### config.mk
export PLATFORM = sky130hd
export DESIGN_NAME = xor_frame_parser_with_failsafe_top
export DESIGN_NICKNAME = d
export VERILOG_FILES = /design/src/sv/xfp_pkg.sv /design/src/sv/xfp_csr.sv /design/src/sv/xfp_ctrl.sv /design/src/sv/xfp_dp.sv /design/src/sv/xor_frame_parser_with_failsafe_top.sv
export SDC_FILE = /design/constraint.sdc
export NUM_CORES = 1
export LEC_CHECK = 0
export ABC_AREA = 1
export BUFFER_PORTS_ARGS = -buffer_cell sky130_fd_sc_hd__clkbuf_2
export CAP_MARGIN = 10
export CELL_PAD_IN_SITES_DETAIL_PLACEMENT = 1
export CELL_PAD_IN_SITES_GLOBAL_PLACEMENT = 2
export CORE_MARGIN = 5
export CORE_UTILIZATION = 42
export DETAILED_ROUTE_END_ITERATION = 16
export GPL_TIMING_DRIVEN = 0
export PLACE_DENSITY = 0.93
export RECOVER_POWER = 25
export SYNTH_ARGS = -nofsm -noshare
export SYNTH_HDL_FRONTEND = slang
export SYNTH_HIERARCHICAL = 1
export SYNTH_SLANG_ARGS = --single-unit
export TNS_END_PERCENT = 100
### constraint.sdc
create_clock -name clock -period 7.4 [get_ports clock]
set_input_delay 1.48 -clock clock [delete_from_list [all_inputs] [get_ports clock]]
set_output_delay 1.48 -clock clock [all_outputs]
set_load 0.005 [all_outputs]
### src/sv/xfp_pkg.sv
`timescale 1ns / 1ps
package xfp_pkg;

   // Frame geometry
   localparam int MAX_PAYLOAD = 32;
   localparam int LEN_W       = 6;
   localparam int IDX_W       = 5;
   localparam int CNT_W       = 16;
   localparam logic [7:0] LEN_LIMIT = 8'(MAX_PAYLOAD);

   // CSR port
   localparam int ADDR_W = 4;
   localparam int DATA_W = 32;
   localparam logic [1:0] REG_START_BYTE   = 2'd0;
   localparam logic [1:0] REG_COMMAND_TYPE = 2'd1;
   localparam logic [1:0] REG_COMMAND_LEN  = 2'd2;
   localparam logic [1:0] REG_TIMEOUT      = 2'd3;

   // Result kinds
   localparam logic [1:0] KIND_BYTE   = 2'd0;
   localparam logic [1:0] KIND_EMPTY  = 2'd1;
   localparam logic [1:0] KIND_FAIL   = 2'd2;
   localparam logic [1:0] KIND_REJECT = 2'd3;

   typedef struct packed {
      logic [7:0]       start_byte;
      logic [7:0]       command_type;
      logic [LEN_W-1:0] command_length;
      logic [CNT_W-1:0] timeout_ticks;
   } cfg_type;

   // Sequencer -> datapath
   typedef struct packed {
      logic load_in;   // capture the request
      logic exec;      // apply the request to parser and timer state
      logic rd;        // read the payload store at the run index
      logic put;       // load one payload result, advance the run index
   } cmd_type;

   // Datapath -> sequencer
   typedef struct packed {
      logic ev_single; // request yields exactly one result
      logic ev_run;    // request yields a payload run
      logic run_last;  // run index is at the final payload byte
      logic out_free;  // result register can take a new result
   } sts_type;

endpackage

### src/sv/xfp_csr.sv
`timescale 1ns / 1ps
module xfp_csr (
   input  logic                      clock,
   input  logic                      reset,
   input  logic                      csr_psel,
   input  logic                      csr_penable,
   input  logic                      csr_pwrite,
   input  logic [xfp_pkg::ADDR_W-1:0] csr_paddr,
   input  logic [xfp_pkg::DATA_W-1:0] csr_pwdata,
   output logic [xfp_pkg::DATA_W-1:0] csr_prdata,
   output logic                      csr_pready,
   output xfp_pkg::cfg_type          cfg
);
   import xfp_pkg::*;

   cfg_type    cfg_ff;
   logic       wr_en;
   logic [1:0] reg_idx;

   assign csr_pready = 1'b1;
   assign reg_idx    = csr_paddr[3:2];
   assign wr_en      = csr_psel && csr_penable && csr_pwrite;
   assign cfg        = cfg_ff;

   always_ff @(posedge clock) begin
      if (reset) begin
         cfg_ff.start_byte     <= 8'd170;
         cfg_ff.command_type   <= 8'd1;
         cfg_ff.command_length <= LEN_W'(8);
         cfg_ff.timeout_ticks  <= CNT_W'(500);
      end else if (wr_en) begin
         case (reg_idx)
            REG_START_BYTE:   cfg_ff.start_byte     <= csr_pwdata[7:0];
            REG_COMMAND_TYPE: cfg_ff.command_type   <= csr_pwdata[7:0];
            REG_COMMAND_LEN:  cfg_ff.command_length <= csr_pwdata[LEN_W-1:0];
            REG_TIMEOUT:      cfg_ff.timeout_ticks  <= csr_pwdata[CNT_W-1:0];
            default: ;
         endcase
      end
   end

   always_comb begin
      case (reg_idx)
         REG_START_BYTE:   csr_prdata = DATA_W'(cfg_ff.start_byte);
         REG_COMMAND_TYPE: csr_prdata = DATA_W'(cfg_ff.command_type);
         REG_COMMAND_LEN:  csr_prdata = DATA_W'(cfg_ff.command_length);
         REG_TIMEOUT:      csr_prdata = DATA_W'(cfg_ff.timeout_ticks);
         default:          csr_prdata = '0;
      endcase
   end

endmodule

### src/sv/xfp_ctrl.sv
`timescale 1ns / 1ps
module xfp_ctrl (
   input  logic              clock,
   input  logic              reset,
   input  logic              req_valid,
   output logic              req_stall,
   input  xfp_pkg::sts_type  sts,
   output xfp_pkg::cmd_type  cmd
);
   import xfp_pkg::*;

   typedef enum logic [3:0] {
      ST_IDLE = 4'b0001,
      ST_EXEC = 4'b0010,
      ST_READ = 4'b0100,
      ST_PUT  = 4'b1000
   } state_type;

   state_type state_ff, state_in;

   assign req_stall = (state_ff != ST_IDLE);

   always_comb begin
      state_in = state_ff;
      cmd      = '0;
      case (state_ff)
         ST_IDLE: begin
            if (req_valid) begin
               cmd.load_in = 1'b1;
               state_in    = ST_EXEC;
            end
         end
         ST_EXEC: begin
            // hold while a single result has nowhere to go
            if (!sts.ev_single || sts.out_free) begin
               cmd.exec = 1'b1;
               state_in = sts.ev_run ? ST_READ : ST_IDLE;
            end
         end
         ST_READ: begin
            cmd.rd   = 1'b1;
            state_in = ST_PUT;
         end
         ST_PUT: begin
            if (sts.out_free) begin
               cmd.put  = 1'b1;
               state_in = sts.run_last ? ST_IDLE : ST_READ;
            end
         end
         default: state_in = ST_IDLE;
      endcase
   end

   always_ff @(posedge clock) begin
      if (reset) begin
         state_ff <= ST_IDLE;
      end else begin
         state_ff <= state_in;
      end
   end

endmodule

### src/sv/xfp_dp.sv
`timescale 1ns / 1ps
module xfp_dp (
   input  logic                       clock,
   input  logic                       reset,
   input  xfp_pkg::cfg_type           cfg,
   input  xfp_pkg::cmd_type           cmd,
   output xfp_pkg::sts_type           sts,
   input  logic                       req_func,
   input  logic [7:0]                 req_data_byte,
   output logic                       rsp_valid,
   input  logic                       rsp_stall,
   output logic [1:0]                 rsp_kind,
   output logic [7:0]                 rsp_frame_type,
   output logic [xfp_pkg::LEN_W-1:0]  rsp_frame_length,
   output logic [xfp_pkg::IDX_W-1:0]  rsp_byte_index,
   output logic [7:0]                 rsp_payload_byte,
   output logic                       rsp_is_command,
   output logic                       rsp_failsafe_now,
   output logic                       rsp_last
);
   import xfp_pkg::*;

   typedef enum logic [4:0] {
      PH_WAIT  = 5'b00001,
      PH_TYPE  = 5'b00010,
      PH_LEN   = 5'b00100,
      PH_DATA  = 5'b01000,
      PH_CHECK = 5'b10000
   } phase_type;

   // Held request
   logic             func_ff;
   logic [7:0]       byte_ff;

   // Parser and timer state
   phase_type        phase_ff, phase_in;
   logic [7:0]       type_ff, type_in;
   logic [LEN_W-1:0] len_ff, len_in;
   logic [LEN_W-1:0] count_ff, count_in;
   logic [7:0]       xor_ff, xor_in;
   logic [CNT_W-1:0] ticks_ff, ticks_in;
   logic             fs_ff, fs_in;
   logic             cmdf_ff, cmdf_in;

   // Payload store and run
   logic [7:0]       mem [MAX_PAYLOAD];
   logic             mem_wr;
   logic [7:0]       rd_ff;
   logic [IDX_W-1:0] idx_ff;

   // Result register
   logic             ov_ff;
   logic [1:0]       kind_ff, kind_in;
   logic [7:0]       otype_ff, otype_in;
   logic [LEN_W-1:0] olen_ff, olen_in;
   logic [IDX_W-1:0] oidx_ff;
   logic [7:0]       obyte_ff;
   logic             ocmd_ff, ocmd_in;
   logic             ofs_ff;
   logic             olast_ff;

   logic [CNT_W-1:0] ticks_inc;
   logic             fs_enter, len_bad, at_check, sum_ok, is_cmd_now;
   logic [LEN_W-1:0] count_inc;

   assign ticks_inc  = (ticks_ff != '1) ? ticks_ff + CNT_W'(1) : ticks_ff;
   assign fs_enter   = func_ff && !fs_ff && (ticks_inc > cfg.timeout_ticks);
   assign len_bad    = !func_ff && (phase_ff == PH_LEN) && (byte_ff > LEN_LIMIT);
   assign at_check   = !func_ff && (phase_ff == PH_CHECK);
   assign sum_ok     = (byte_ff == xor_ff);
   assign is_cmd_now = (type_ff == cfg.command_type) && (len_ff == cfg.command_length);
   assign count_inc  = count_ff + LEN_W'(1);

   assign sts.ev_single = fs_enter || len_bad ||
                          (at_check && (!sum_ok || (len_ff == '0)));
   assign sts.ev_run    = at_check && sum_ok && (len_ff != '0);
   assign sts.run_last  = ({1'b0, idx_ff} == len_ff - LEN_W'(1));
   assign sts.out_free  = !ov_ff || !rsp_stall;

   // Next parser/timer state for the held request
   always_comb begin
      phase_in = phase_ff;
      type_in  = type_ff;
      len_in   = len_ff;
      count_in = count_ff;
      xor_in   = xor_ff;
      ticks_in = ticks_ff;
      fs_in    = fs_ff;
      cmdf_in  = cmdf_ff;
      mem_wr   = 1'b0;
      if (func_ff) begin
         ticks_in = ticks_inc;
         if (fs_enter) fs_in = 1'b1;
      end else begin
         case (phase_ff)
            PH_TYPE: begin
               type_in  = byte_ff;
               phase_in = PH_LEN;
            end
            PH_LEN: begin
               if (len_bad) begin
                  phase_in = PH_WAIT;
               end else begin
                  len_in   = byte_ff[LEN_W-1:0];
                  count_in = '0;
                  xor_in   = type_ff ^ byte_ff;
                  phase_in = (byte_ff != 8'd0) ? PH_DATA : PH_CHECK;
               end
            end
            PH_DATA: begin
               mem_wr   = 1'b1;
               xor_in   = xor_ff ^ byte_ff;
               count_in = count_inc;
               if (count_inc >= len_ff) phase_in = PH_CHECK;
            end
            PH_CHECK: begin
               phase_in = PH_WAIT;
               if (sum_ok) begin
                  cmdf_in = is_cmd_now;
                  if (is_cmd_now) begin
                     ticks_in = '0;
                     fs_in    = 1'b0;
                  end
               end
            end
            default: phase_in = (byte_ff == cfg.start_byte) ? PH_TYPE : PH_WAIT;
         endcase
      end
   end

   // Single-result fields
   always_comb begin
      if (fs_enter) begin
         kind_in  = KIND_FAIL;
         otype_in = 8'd0;
         olen_in  = '0;
         ocmd_in  = 1'b0;
      end else if (len_bad) begin
         kind_in  = KIND_REJECT;
         otype_in = type_ff;
         olen_in  = '0;
         ocmd_in  = 1'b0;
      end else if (!sum_ok) begin
         kind_in  = KIND_REJECT;
         otype_in = type_ff;
         olen_in  = len_ff;
         ocmd_in  = 1'b0;
      end else begin
         kind_in  = KIND_EMPTY;
         otype_in = type_ff;
         olen_in  = '0;
         ocmd_in  = is_cmd_now;
      end
   end

   always_ff @(posedge clock) begin
      if (cmd.load_in) begin
         func_ff <= req_func;
         byte_ff <= req_data_byte;
      end
   end

   always_ff @(posedge clock) begin
      if (reset) begin
         phase_ff <= PH_WAIT;
         type_ff  <= '0;
         len_ff   <= '0;
         count_ff <= '0;
         xor_ff   <= '0;
         ticks_ff <= '0;
         fs_ff    <= 1'b0;
         cmdf_ff  <= 1'b0;
      end else if (cmd.exec) begin
         phase_ff <= phase_in;
         type_ff  <= type_in;
         len_ff   <= len_in;
         count_ff <= count_in;
         xor_ff   <= xor_in;
         ticks_ff <= ticks_in;
         fs_ff    <= fs_in;
         cmdf_ff  <= cmdf_in;
      end
   end

   always_ff @(posedge clock) begin
      if (cmd.exec && mem_wr) mem[count_ff[IDX_W-1:0]] <= byte_ff;
      if (cmd.rd) rd_ff <= mem[idx_ff];
   end

   always_ff @(posedge clock) begin
      if (cmd.exec) begin
         idx_ff <= '0;
      end else if (cmd.put) begin
         idx_ff <= idx_ff + IDX_W'(1);
      end
   end

   always_ff @(posedge clock) begin
      if (reset) begin
         ov_ff <= 1'b0;
      end else if ((cmd.exec && sts.ev_single) || cmd.put) begin
         ov_ff <= 1'b1;
      end else if (!rsp_stall) begin
         ov_ff <= 1'b0;
      end
   end

   always_ff @(posedge clock) begin
      if (cmd.exec && sts.ev_single) begin
         kind_ff  <= kind_in;
         otype_ff <= otype_in;
         olen_ff  <= olen_in;
         oidx_ff  <= '0;
         obyte_ff <= 8'd0;
         ocmd_ff  <= ocmd_in;
         ofs_ff   <= fs_in;
         olast_ff <= 1'b1;
      end else if (cmd.put) begin
         kind_ff  <= KIND_BYTE;
         otype_ff <= type_ff;
         olen_ff  <= len_ff;
         oidx_ff  <= idx_ff;
         obyte_ff <= rd_ff;
         ocmd_ff  <= cmdf_ff;
         ofs_ff   <= fs_ff;
         olast_ff <= sts.run_last;
      end
   end

   assign rsp_valid        = ov_ff;
   assign rsp_kind         = kind_ff;
   assign rsp_frame_type   = otype_ff;
   assign rsp_frame_length = olen_ff;
   assign rsp_byte_index   = oidx_ff;
   assign rsp_payload_byte = obyte_ff;
   assign rsp_is_command   = ocmd_ff;
   assign rsp_failsafe_now = ofs_ff;
   assign rsp_last         = olast_ff;

endmodule

### src/sv/xor_frame_parser_with_failsafe_top.sv
`timescale 1ns / 1ps
// Channel | Direction | Handshake          | Payload
// req_    | in        | req_valid/stall    | func, data_byte
// rsp_    | out       | rsp_valid/stall    | kind, frame_type, frame_length, byte_index,
//         |           |                    | payload_byte, is_command, failsafe_now, last
// csr_    | in        | psel/penable/pready| paddr, pwdata, prdata (4 registers)
//
// A request is captured in the idle state and applied in the exec state, which
// holds while a single result has nowhere to go. A good frame streams each of
// its payload bytes as one read of the single-port payload store (read state)
// and one load of the result register (put state).
// Synchronous active-high reset returns the parser to waiting for the start byte,
// clears the tick counter and failsafe flag and loads the register defaults.
// A stalled result holds the sequencer; the request side waits meanwhile.
module xor_frame_parser_with_failsafe_top (
   input  logic                       clock,
   input  logic                       reset,
   // request channel
   input  logic                       req_valid,
   output logic                       req_stall,
   input  logic                       req_func,
   input  logic [7:0]                 req_data_byte,
   // result channel
   output logic                       rsp_valid,
   input  logic                       rsp_stall,
   output logic [1:0]                 rsp_kind,
   output logic [7:0]                 rsp_frame_type,
   output logic [xfp_pkg::LEN_W-1:0]  rsp_frame_length,
   output logic [xfp_pkg::IDX_W-1:0]  rsp_byte_index,
   output logic [7:0]                 rsp_payload_byte,
   output logic                       rsp_is_command,
   output logic                       rsp_failsafe_now,
   output logic                       rsp_last,
   // register port
   input  logic                       csr_psel,
   input  logic                       csr_penable,
   input  logic                       csr_pwrite,
   input  logic [xfp_pkg::ADDR_W-1:0] csr_paddr,
   input  logic [xfp_pkg::DATA_W-1:0] csr_pwdata,
   output logic [xfp_pkg::DATA_W-1:0] csr_prdata,
   output logic                       csr_pready
);
   import xfp_pkg::*;

   cfg_type cfg;
   cmd_type cmd;
   sts_type sts;

   // Registers: start byte, command type/length, tick timeout
   xfp_csr u_csr (
      .clock       (clock),
      .reset       (reset),
      .csr_psel    (csr_psel),
      .csr_penable (csr_penable),
      .csr_pwrite  (csr_pwrite),
      .csr_paddr   (csr_paddr),
      .csr_pwdata  (csr_pwdata),
      .csr_prdata  (csr_prdata),
      .csr_pready  (csr_pready),
      .cfg         (cfg)
   );

   // Sequencer: take request, apply it, then stream any payload run
   xfp_ctrl u_ctrl (
      .clock     (clock),
      .reset     (reset),
      .req_valid (req_valid),
      .req_stall (req_stall),
      .sts       (sts),
      .cmd       (cmd)
   );

   // Deframer state, tick counter, payload store and result register
   xfp_dp u_dp (
      .clock            (clock),
      .reset            (reset),
      .cfg              (cfg),
      .cmd              (cmd),
      .sts              (sts),
      .req_func         (req_func),
      .req_data_byte    (req_data_byte),
      .rsp_valid        (rsp_valid),
      .rsp_stall        (rsp_stall),
      .rsp_kind         (rsp_kind),
      .rsp_frame_type   (rsp_frame_type),
      .rsp_frame_length (rsp_frame_length),
      .rsp_byte_index   (rsp_byte_index),
      .rsp_payload_byte (rsp_payload_byte),
      .rsp_is_command   (rsp_is_command),
      .rsp_failsafe_now (rsp_failsafe_now),
      .rsp_last         (rsp_last)
   );

endmodule

==> results.md, run 1 <==
Floorplanning:
- The initial core utilization is 42.2%.
- The placeable core region is 0.0429 sq mm.
- The width of the die is 218 microns.
- The number of top-level pins is 119.
- In this run the core area contains 76 standard-cell rows.
- The area enclosed by the die boundary is 0.0473 sq mm.
- The die is 218 microns tall.

Synth:
- The adder-cell share of the synthesized area is 2.01%.
- The synthesized netlist devotes 11.7% of its cell area to compound gates.
- The async set-or-reset flop fraction in the synthesized netlist is 0%.
- Summing the areas of all xor and xnor instances in the mapped netlist gives 2.37% of the synthesized area.
- The synthesized area divided by synthesized cell count is 9.89 sq um.
- The count of mapped cells out of synthesis is 1829.
- Yosys mapped a number of flops with a built-in enable equal to 291.
- The area of the mapped netlist is 0.0181 sq mm.
- The number of unique standard cell types used by synthesis is 52.
- The number of synthesized register bits is 404.
- After synthesis, the largest family of logic cells by area is simple AND/OR/NAND/NOR gates.
- The multiplexer fraction of the synthesized cell area is 0%.
- In the synthesized netlist the dominant register cell turns out to be edfxtp_1.
- The post-synthesis share of cell area spent on and, or, nand and nor gates is 17.3%.
- The count of synthesis-stage warnings from yosys is 6.
- The sequential cell area fraction in the yosys report is 60.8%.

Drt:
- The count of unresolved DRC violations after routing is 0.
- Using the TritonRoute via totals, the vias-per-cell ratio works out to 5.62.
- The count of nets left with antenna violations once routing finished came out at 0.
- The routed wire length is 61900 microns.
- The first TritonRoute pass finished after 5 iterations.
- The number of DRC violations after detailed-routing iteration 0 is 1352.
- Across all layers, the routed design uses 14641 vias.
- Dividing the detail-routed wire length by the instance count gives 23.8 microns.

Run status:
- The checks that failed: capacitance limit, slew limit.
- The flow ran to the end, but the final reports show violations.

Clock tree:
- The CTS tree is yes.
- The insertion delay to the later sink of the worst-skew pair is 0.58 ns.
- The post-CTS setup buffer count is 0.
- The deepest level of the CTS H-tree is 2.
- The clock passes through at most 3 buffers.
- The number of CTS-inserted buffers is 44.
- The register clock-pin slew on the reported worst setup and hold paths is 0.06 ns.
- Counting every sink on the clock net gives 404.
- The clock tree root buffer cell is clkbuf_16.
- The number of buffers inserted by hold repair at cts is 0.
- After clock tree synthesis, the repair step resized 0 gates.

Place:
- In this run the tool buffered the top-level ports with 83 buffer cells.
- Including well taps, the total number of placed cells is 2521.
- The global placement routability congestion is 0.920.
- The half-perimeter wire length after detailed placement is 43600 microns.
- The placed instances occupy a cell area of 0.0195 sq mm.
- The worst slack at placement is 1.08 ns.

Critical path:
- The required time reported for the critical path endpoint is 7.58 ns.
- Data arrives at the worst endpoint at 6.56 ns.
- The critical path is of the reg2reg type.
- The kind of end point of the critical path is a register.
- The kind of launch point of the worst setup path is a register.
- The largest fanout on the critical path is 10.

STA:
- The number of slew-limit violations in the final report is 62.
- Setup violations remaining at the end of the flow were counted as 0.
- On the final layout, the worst hold slack is 0.477 ns.
- Static timing analysis puts the maximum clock frequency at 157 MHz.
- Setup repair after global routing left no endpoint under its margin.
- The clock period minus worst slack is 6.38 ns.
- Headroom to the max-slew limit came out at -7.45%.
- The final count of hold timing violations is 0.
- Adding up every negative setup slack in the final design gives 0 ns.
- Once routing completed, OpenROAD measured the worst setup slack at 1.02 ns.
- Between clock sinks in the finished design, the worst skew comes to 0.0263 ns.
- Of the available clock period, the critical path in the final layout requires 86.2%.
- For the pin with the worst max-slew slack, the measured transition is 1.61 ns.

Worst hold path:
- The min-delay analysis places its worst path in the category reg2reg.

Layout:
- The share of post-route cells with drive strength above 1 is 12.2%.
- 0 antenna diodes ended up in the layout.
- The number of standard cells in the layout, taps in and fillers out is 2604.
- After the last flow step, the layout net total stands at 2064.
- The area of all placed cells without fillers is 0.0208 sq mm.
- The share of the core filled with cells is 48.6%.
- The layout overhead on the synthesized area is 15.1%.

GRT:
- The initial antenna violation count is 0.
- The via count of the first global-routing pass is 15286.
- After global routing the overflow that remains totals 0.
- Global routing consumed, over all layers together, 25.5% of the routing resources.
- The first global-routing pass estimated 92500 microns of wire.
- Entering global routing, the biggest net connects 34 pins.

Power:
- VDD sags by at most 146 uV.
- The overall power is 5.03 mW.
- The analysis attributes to cell leakage a power of 7.71 nW.
- For this design the ratio of total power to cell area is 242 mW/mm^2.

Flow run:
- Max-cap violations in this run came to 2.
==> report_power, final <==
part	switching, mW	total [mW]	internal [mW]
registers	0.0261	2.47	2.44
clock network	0.940	2.20	1.26
logic	0.264	0.359	0.0950
==> logic make-up after synthesis <==
kind of cell             Yosys count
XOR/XNOR                          49
flip-flops                       404
adder cells (fa/ha/maj)           29
buffers and inverters            244
other                              2
AO/OA/AOI/OAI                    363
AND/OR/NAND/NOR                  738
==> final cells by class <==
type / instances / area [sq um]
Inverter: 141 / 532
Sequential cell: 404 / 11000
Clock buffer: 53 / 1190
Multi-Input combinational cell: 1196 / 6100
Timing Repair Buffer: 93 / 498
Tap cell: 585 / 732
Clock inverter: 29 / 263
Buffer: 103 / 518
Fill cell: 4813 / 22100
==> layer usage <==
layer | part of all wire (%) | routed length (microns) | vias to the layer above | track usage (%)
li1 | - | - | 6590 | -
met1 | 40 | 24900 | 7293 | 32.3
met5 | 0 | 0 | - | 0
met4 | 4.3 | 2670 | 0 | 10.4
met2 | 49 | 30300 | 599 | 44.1
met3 | 6.4 | 3970 | 159 | 3.67
==> sequential cells by signal, indices dropped and copies added (netlist names), 2 cells and up <==
name	count
u_csr/cfg	38
u_ctrl/state_ff	4
u_dp/byte_ff	8
u_dp/count_ff	6
u_dp/idx_ff	5
u_dp/len_ff	6
u_dp/mem	256
u_dp/phase_ff	5
u_dp/rd_ff	8
u_dp/rsp_byte_index	5
u_dp/rsp_frame_length	6
u_dp/rsp_frame_type	8
u_dp/rsp_kind	2
u_dp/rsp_payload_byte	8
u_dp/ticks_ff	16
u_dp/type_ff	8
u_dp/xor_ff	8
==> placed cells by master (no fill, tap or decap), types with 13 or more instances in the layout <==
master | Yosys | layout
nor2_1 | 307 | 307
edfxtp_1 | 291 | 291
nand2_1 | 271 | 271
o21ai_0 | 181 | 181
inv_1 | 127 | 127
dfxtp_1 | 113 | 113
nand3_1 | 84 | 84
clkbuf_2 | 0 | 81
clkbuf_1 | 62 | 77
a21oi_1 | 76 | 76
o221ai_1 | 46 | 46
clkbuf_16 | 0 | 45
ha_1 | 29 | 29
xor2_1 | 27 | 27
xnor2_1 | 22 | 22
buf_4 | 20 | 20
nand4_1 | 18 | 18
o22ai_1 | 18 | 18
conb_1 | 2 | 17
nor3_1 | 14 | 14
a31oi_1 | 13 | 13
==> critical path, stage by stage (launching register included) <==
cell and delay, ns:
dfxtp_1 0.40, ha_1 0.32, nand2_1 0.12, nor2_1 0.18
inv_1 0.07, nor2_1 0.20, inv_2 0.07, nor2_4 0.17
inv_2 0.06, buf_6 0.14, nand2_1 0.13, ha_1 0.28
a21oi_1 0.15, nand2_1 0.09, a21oi_1 0.15, nand2_1 0.12
nand3_2 0.18, nand3_4 0.12, a21oi_1 0.71, inv_1 0.36
nor2_2 0.27, inv_1 0.15, nor2_4 0.26, nand2_1 0.39
nor2_1 0.90
==> Yosys cell counts (7+ instances only) <==
library cell,count,area (sq um)
a21oi_2,10,87.6
clkbuf_1,62,233
nor2_2,10,62.6
ha_1,29,363
o21ai_0,181,906
inv_1,127,477
a21oi_1,76,380
xor2_1,27,236
buf_4,20,150
o221ai_1,46,403
o22ai_1,18,113
nand3_1,84,420
xnor2_1,22,193
buf_2,12,60.1
nand2_2,7,43.8
nor2_4,7,78.8
a31oi_1,13,81.3
nor2_1,307,1150
nand2_1,271,1020
inv_2,12,45.0
edfxtp_1,291,8740
dfxtp_1,113,2260
nor3_1,14,70.1
nand4_1,18,113
==> worst paths after layout <==
path	slack (ns)	cells past startpoint	end	start
worst max register to register	1.02	24	u_dp/mem[12][7]	u_dp/ticks_ff[0]
worst max-delay path	1.02	24	u_dp/mem[12][7]	u_dp/ticks_ff[0]
worst min register to register	0.48	2	u_dp/rsp_payload_byte[4]	u_dp/rsp_payload_byte[4]
worst min-delay path	0.48	2	u_dp/rsp_payload_byte[4]	u_dp/rsp_payload_byte[4]
No activity file was read; power rests on OpenSTA's default activity.
==> run 2: changes to the inputs <==
--- a/config.mk
+++ b/config.mk
@@ -10,6 +10,7 @@
 export CAP_MARGIN = 10
 export CELL_PAD_IN_SITES_DETAIL_PLACEMENT = 1
 export CELL_PAD_IN_SITES_GLOBAL_PLACEMENT = 2
+export CORE_ASPECT_RATIO = 0.8
 export CORE_MARGIN = 5
 export CORE_UTILIZATION = 42
 export DETAILED_ROUTE_END_ITERATION = 16
==> results.md, run 2 (synthesized netlist as in run 1, its figures left out) <==
Worst hold path:
- The min-delay analysis places its worst path in the category reg2reg.
- The number of cells on the worst hold path was 2 (unchanged).

Critical path:
- The minimum setup slack among reg-to-reg paths is 0.69 ns (-0.34 ns).
- The endpoint of the worst setup timing path is u_dp/mem[19][1].
- The endpoint identified for the worst register-to-register timing path is u_dp/mem[19][1].
- The critical path's slowest cell is clkbuf_1.
- Walking the worst path, the cells encountered are clkbuf_1 -> clkbuf_1 -> xnor2_1 -> nand2_1 -> nor2_1 -> nand3_1 -> nand2_1 -> nand3_4 -> a21oi_1 -> inv_1 -> nor2_2 -> inv_1 -> nor2_4 -> nand2_1 -> nor2_1.
- The critical path launch point is u_dp/byte_ff[0].
- The worst register-to-register path begins at u_dp/byte_ff[0].
- By instance count, the cell type seen most on the critical path is nand2_1.
- The kind of end point of the critical path is a register.
- The required time reported for the critical path endpoint is 7.56 ns (-0.02 ns).
- The number of cells traversed by the worst register-to-register path came to 15 (-38%).
- The worst setup path is of the reg2reg kind.
- The buffers plus inverters on the worst setup path was 4 (-2).
- The total stage count of the critical path is 15 (-38%).
- The delay of the slowest cell on the worst path is 1.02 ns (+0.12 ns).
- The data arrival time at the worst-slack endpoint is 6.88 ns (+0.32 ns).
- The dominant delay contributor by cell family on the critical path is simple AND/OR/NAND/NOR gates.
- The largest fanout on the critical path was 21 (+11).
- The kind of launch point of the worst setup path is a register.

STA:
- The final critical-path share of the clock period was 90.7% (+4.5 points).
- The highest clock frequency the design can meet is 149 MHz (-5.0%).
- The slew of the pin with the lowest slew margin is 1.42 ns (-0.192 ns).
- The number of endpoints failing setup at the final stage is 0 (unchanged).
- The number of slew-limit violations in the final report was 0 (-100%).
- The worst slew margin relative to its limit is 5.36% (+13 points).
- Setup repair after global routing left no endpoint under its margin.
- The total negative setup slack is 0 ns (unchanged).
- The worst-case clock skew came to 0.0139 ns (-0.0125 ns).
- The final count of hold timing violations came to 0 (unchanged).
- The clock period minus worst slack was 6.71 ns (+0.336 ns).

Clock tree:
- The number of CTS-inserted buffers is 43 (-2.3%).
- The deepest level of the CTS H-tree was 2 (unchanged).
- The CTS tree is yes.
- The insertion delay to the later sink of the worst-skew pair is 0.56 ns (-0.02 ns).
- The number of buffers inserted by hold repair at cts is 0 (unchanged).
- The number of buffers between clock root and the deepest sink came to 3 (unchanged).
- The clock tree root buffer cell is clkbuf_16.
- The number of gates resized after cts is 0 (unchanged).
- The register clock-pin slew on the reported worst setup and hold paths is 0.06 ns (about the same).
- The clock sink total was 404 (unchanged).
- The post-CTS setup buffer count is 0 (unchanged).

GRT:
- The maximum number of pins on one net before global-route repair was 34 (unchanged).
- The global-route wire length before repair is 91300 microns (-1.3%).
- The combined global-route utilization of all metal layers is 25.1% (-0.46 points).
- The via count of the first global-routing pass is 15006 (-1.8%).
- The initial antenna violation count was 0 (unchanged).
- The sum of overflow across all layers after global routing came to 0 (unchanged).

Floorplanning:
- The area enclosed by the die boundary came to 0.0474 sq mm (about the same).
- The initial core utilization was 42.2% (about the same).
- The die span in y is 196 microns (-10%).
- The placeable core region was 0.0429 sq mm (about the same).
- The width of the die came to 242 microns (+11%).
- The number of top-level pins is 119 (unchanged).
- The site row count is 68 (-11%).

Layout:
- The flip-flop count of the largest register, all copies and words added is 256 (unchanged).
- The most common library cell in the layout ignoring fill and taps is nor2_1.
- The share of post-route cells with drive strength above 1 is 11.6% (-0.61 points).
- Leaving out fill and tap cells, the most frequent cells in the layout are nor2_1, edfxtp_1, nand2_1.
- The net count reported at finish is 2063 (-0.048%).
- The layout filler cell count was 4859 (+0.96%).
- The number of antenna repair diodes is 0 (unchanged).
- The layout overhead on the synthesized area is 14.7%.

Drt:
- The post-route antenna net violation count is 0 (unchanged).
- The wire length per cell after detailed routing is 23.9 microns (+0.62%).
- The total iterations of the first detailed-routing run is 5 (unchanged).
- The per-cell via count in the routed design is 5.68 (+1.1%).
- The routed via count is 14627 (-0.096%).
- The routed wire length is 61500 microns (-0.58%).
- The count of unresolved DRC violations after routing is 0 (unchanged).
- The number of DRC violations after detailed-routing iteration 0 is 1347 (-0.37%).

Place:
- The count of buffers from port buffering is 83 (unchanged).
- The half-perimeter wire length after detailed placement came to 44300 microns (+1.5%).
- The global placement routability congestion is 0.922 (+0.29%).

Power:
- The leakage dissipation is 7.70 nW (-0.15%).
- The power density over cell area is 241 mW/mm^2 (-0.22%).
- The overall power is 5.00 mW (-0.55%).
- The largest vdd supply drop was 144 uV (-0.96%).

Flow run:
- The number of maximum-capacitance constraint violations is 0 (-2).

Run status:
- The flow ran to the end, and the final reports show no timing, DRC or antenna violations.
## run 2: changes by cell type in the layout (fill, tap and decap cells not counted), sizes merged
| cell | change |
|---|---|
| bufinv | +3 |
| inv | -1 |
| clkinvlp | -7 |
| buf | +1 |
| clkbuf | -2 |
## run 2: tightest hold or removal path, stage by stage (launching register included)
cell and delay, ns:
dfxtp_1 0.31, nand2_1 0.07, a21oi_2 0.05
## run 2: power by group
group / switching, mW / internal (mW) / total, mW
registers: 0.0279 / 2.44 / 2.47
logic: 0.264 / 0.0968 / 0.361
clock network: 0.884 / 1.28 / 2.17
## run 2: final cells by class
class                   count  area (sq um)  share of cell area [%]
flip-flops and latches    404         11000                    53.0
inverters                 141           532                    2.56
plain buffers             103           518                    2.50
clock buffers              52          1120                    5.39
clock inverters            24           272                    1.31
repair buffers             93           517                    2.49
multi-input cells        1196          6100                    29.4
well taps                 560           701                    3.38
## run 2: routing by layer
| layer | GRT usage, % | routed length [microns] |
|---|---|---|
| met5 | 0 | 0 |
| met4 | 5.85 | 1260 |
| met3 | 6.16 | 5820 |
| met2 | 38.2 | 26900 |
| met1 | 36.4 | 27500 |
## run 2: worst min-delay path by stage
stage,startpoint,to
floorplan,u_csr/cfg[8],u_csr/cfg[8]
global placement,u_dp/count_ff[5],u_dp/count_ff[5]
detailed placement,u_dp/rsp_byte_index[2],u_dp/rsp_byte_index[2]
CTS,u_dp/rsp_byte_index[2],u_dp/rsp_byte_index[2]
global route,u_dp/rsp_byte_index[2],u_dp/rsp_byte_index[2]
finish,u_dp/rsp_byte_index[2],u_dp/rsp_byte_index[2]
## run 2: metrics by stage
step                      setup slack (ns)  cells  instance area [sq um]  hold slack, ns  util, %
after floorplan                       3.01   1844                  18100           0.451        -
after global placement                1.37   2487                  19300           0.461     44.9
after detailed placement              1.20   2496                  19500           0.461     45.5
after CTS                             1.18   2572                  20900           0.471     48.7
after global routing                 0.372   2573                  20800           0.505     48.4
final                                0.686   2573                  20800           0.469     48.4
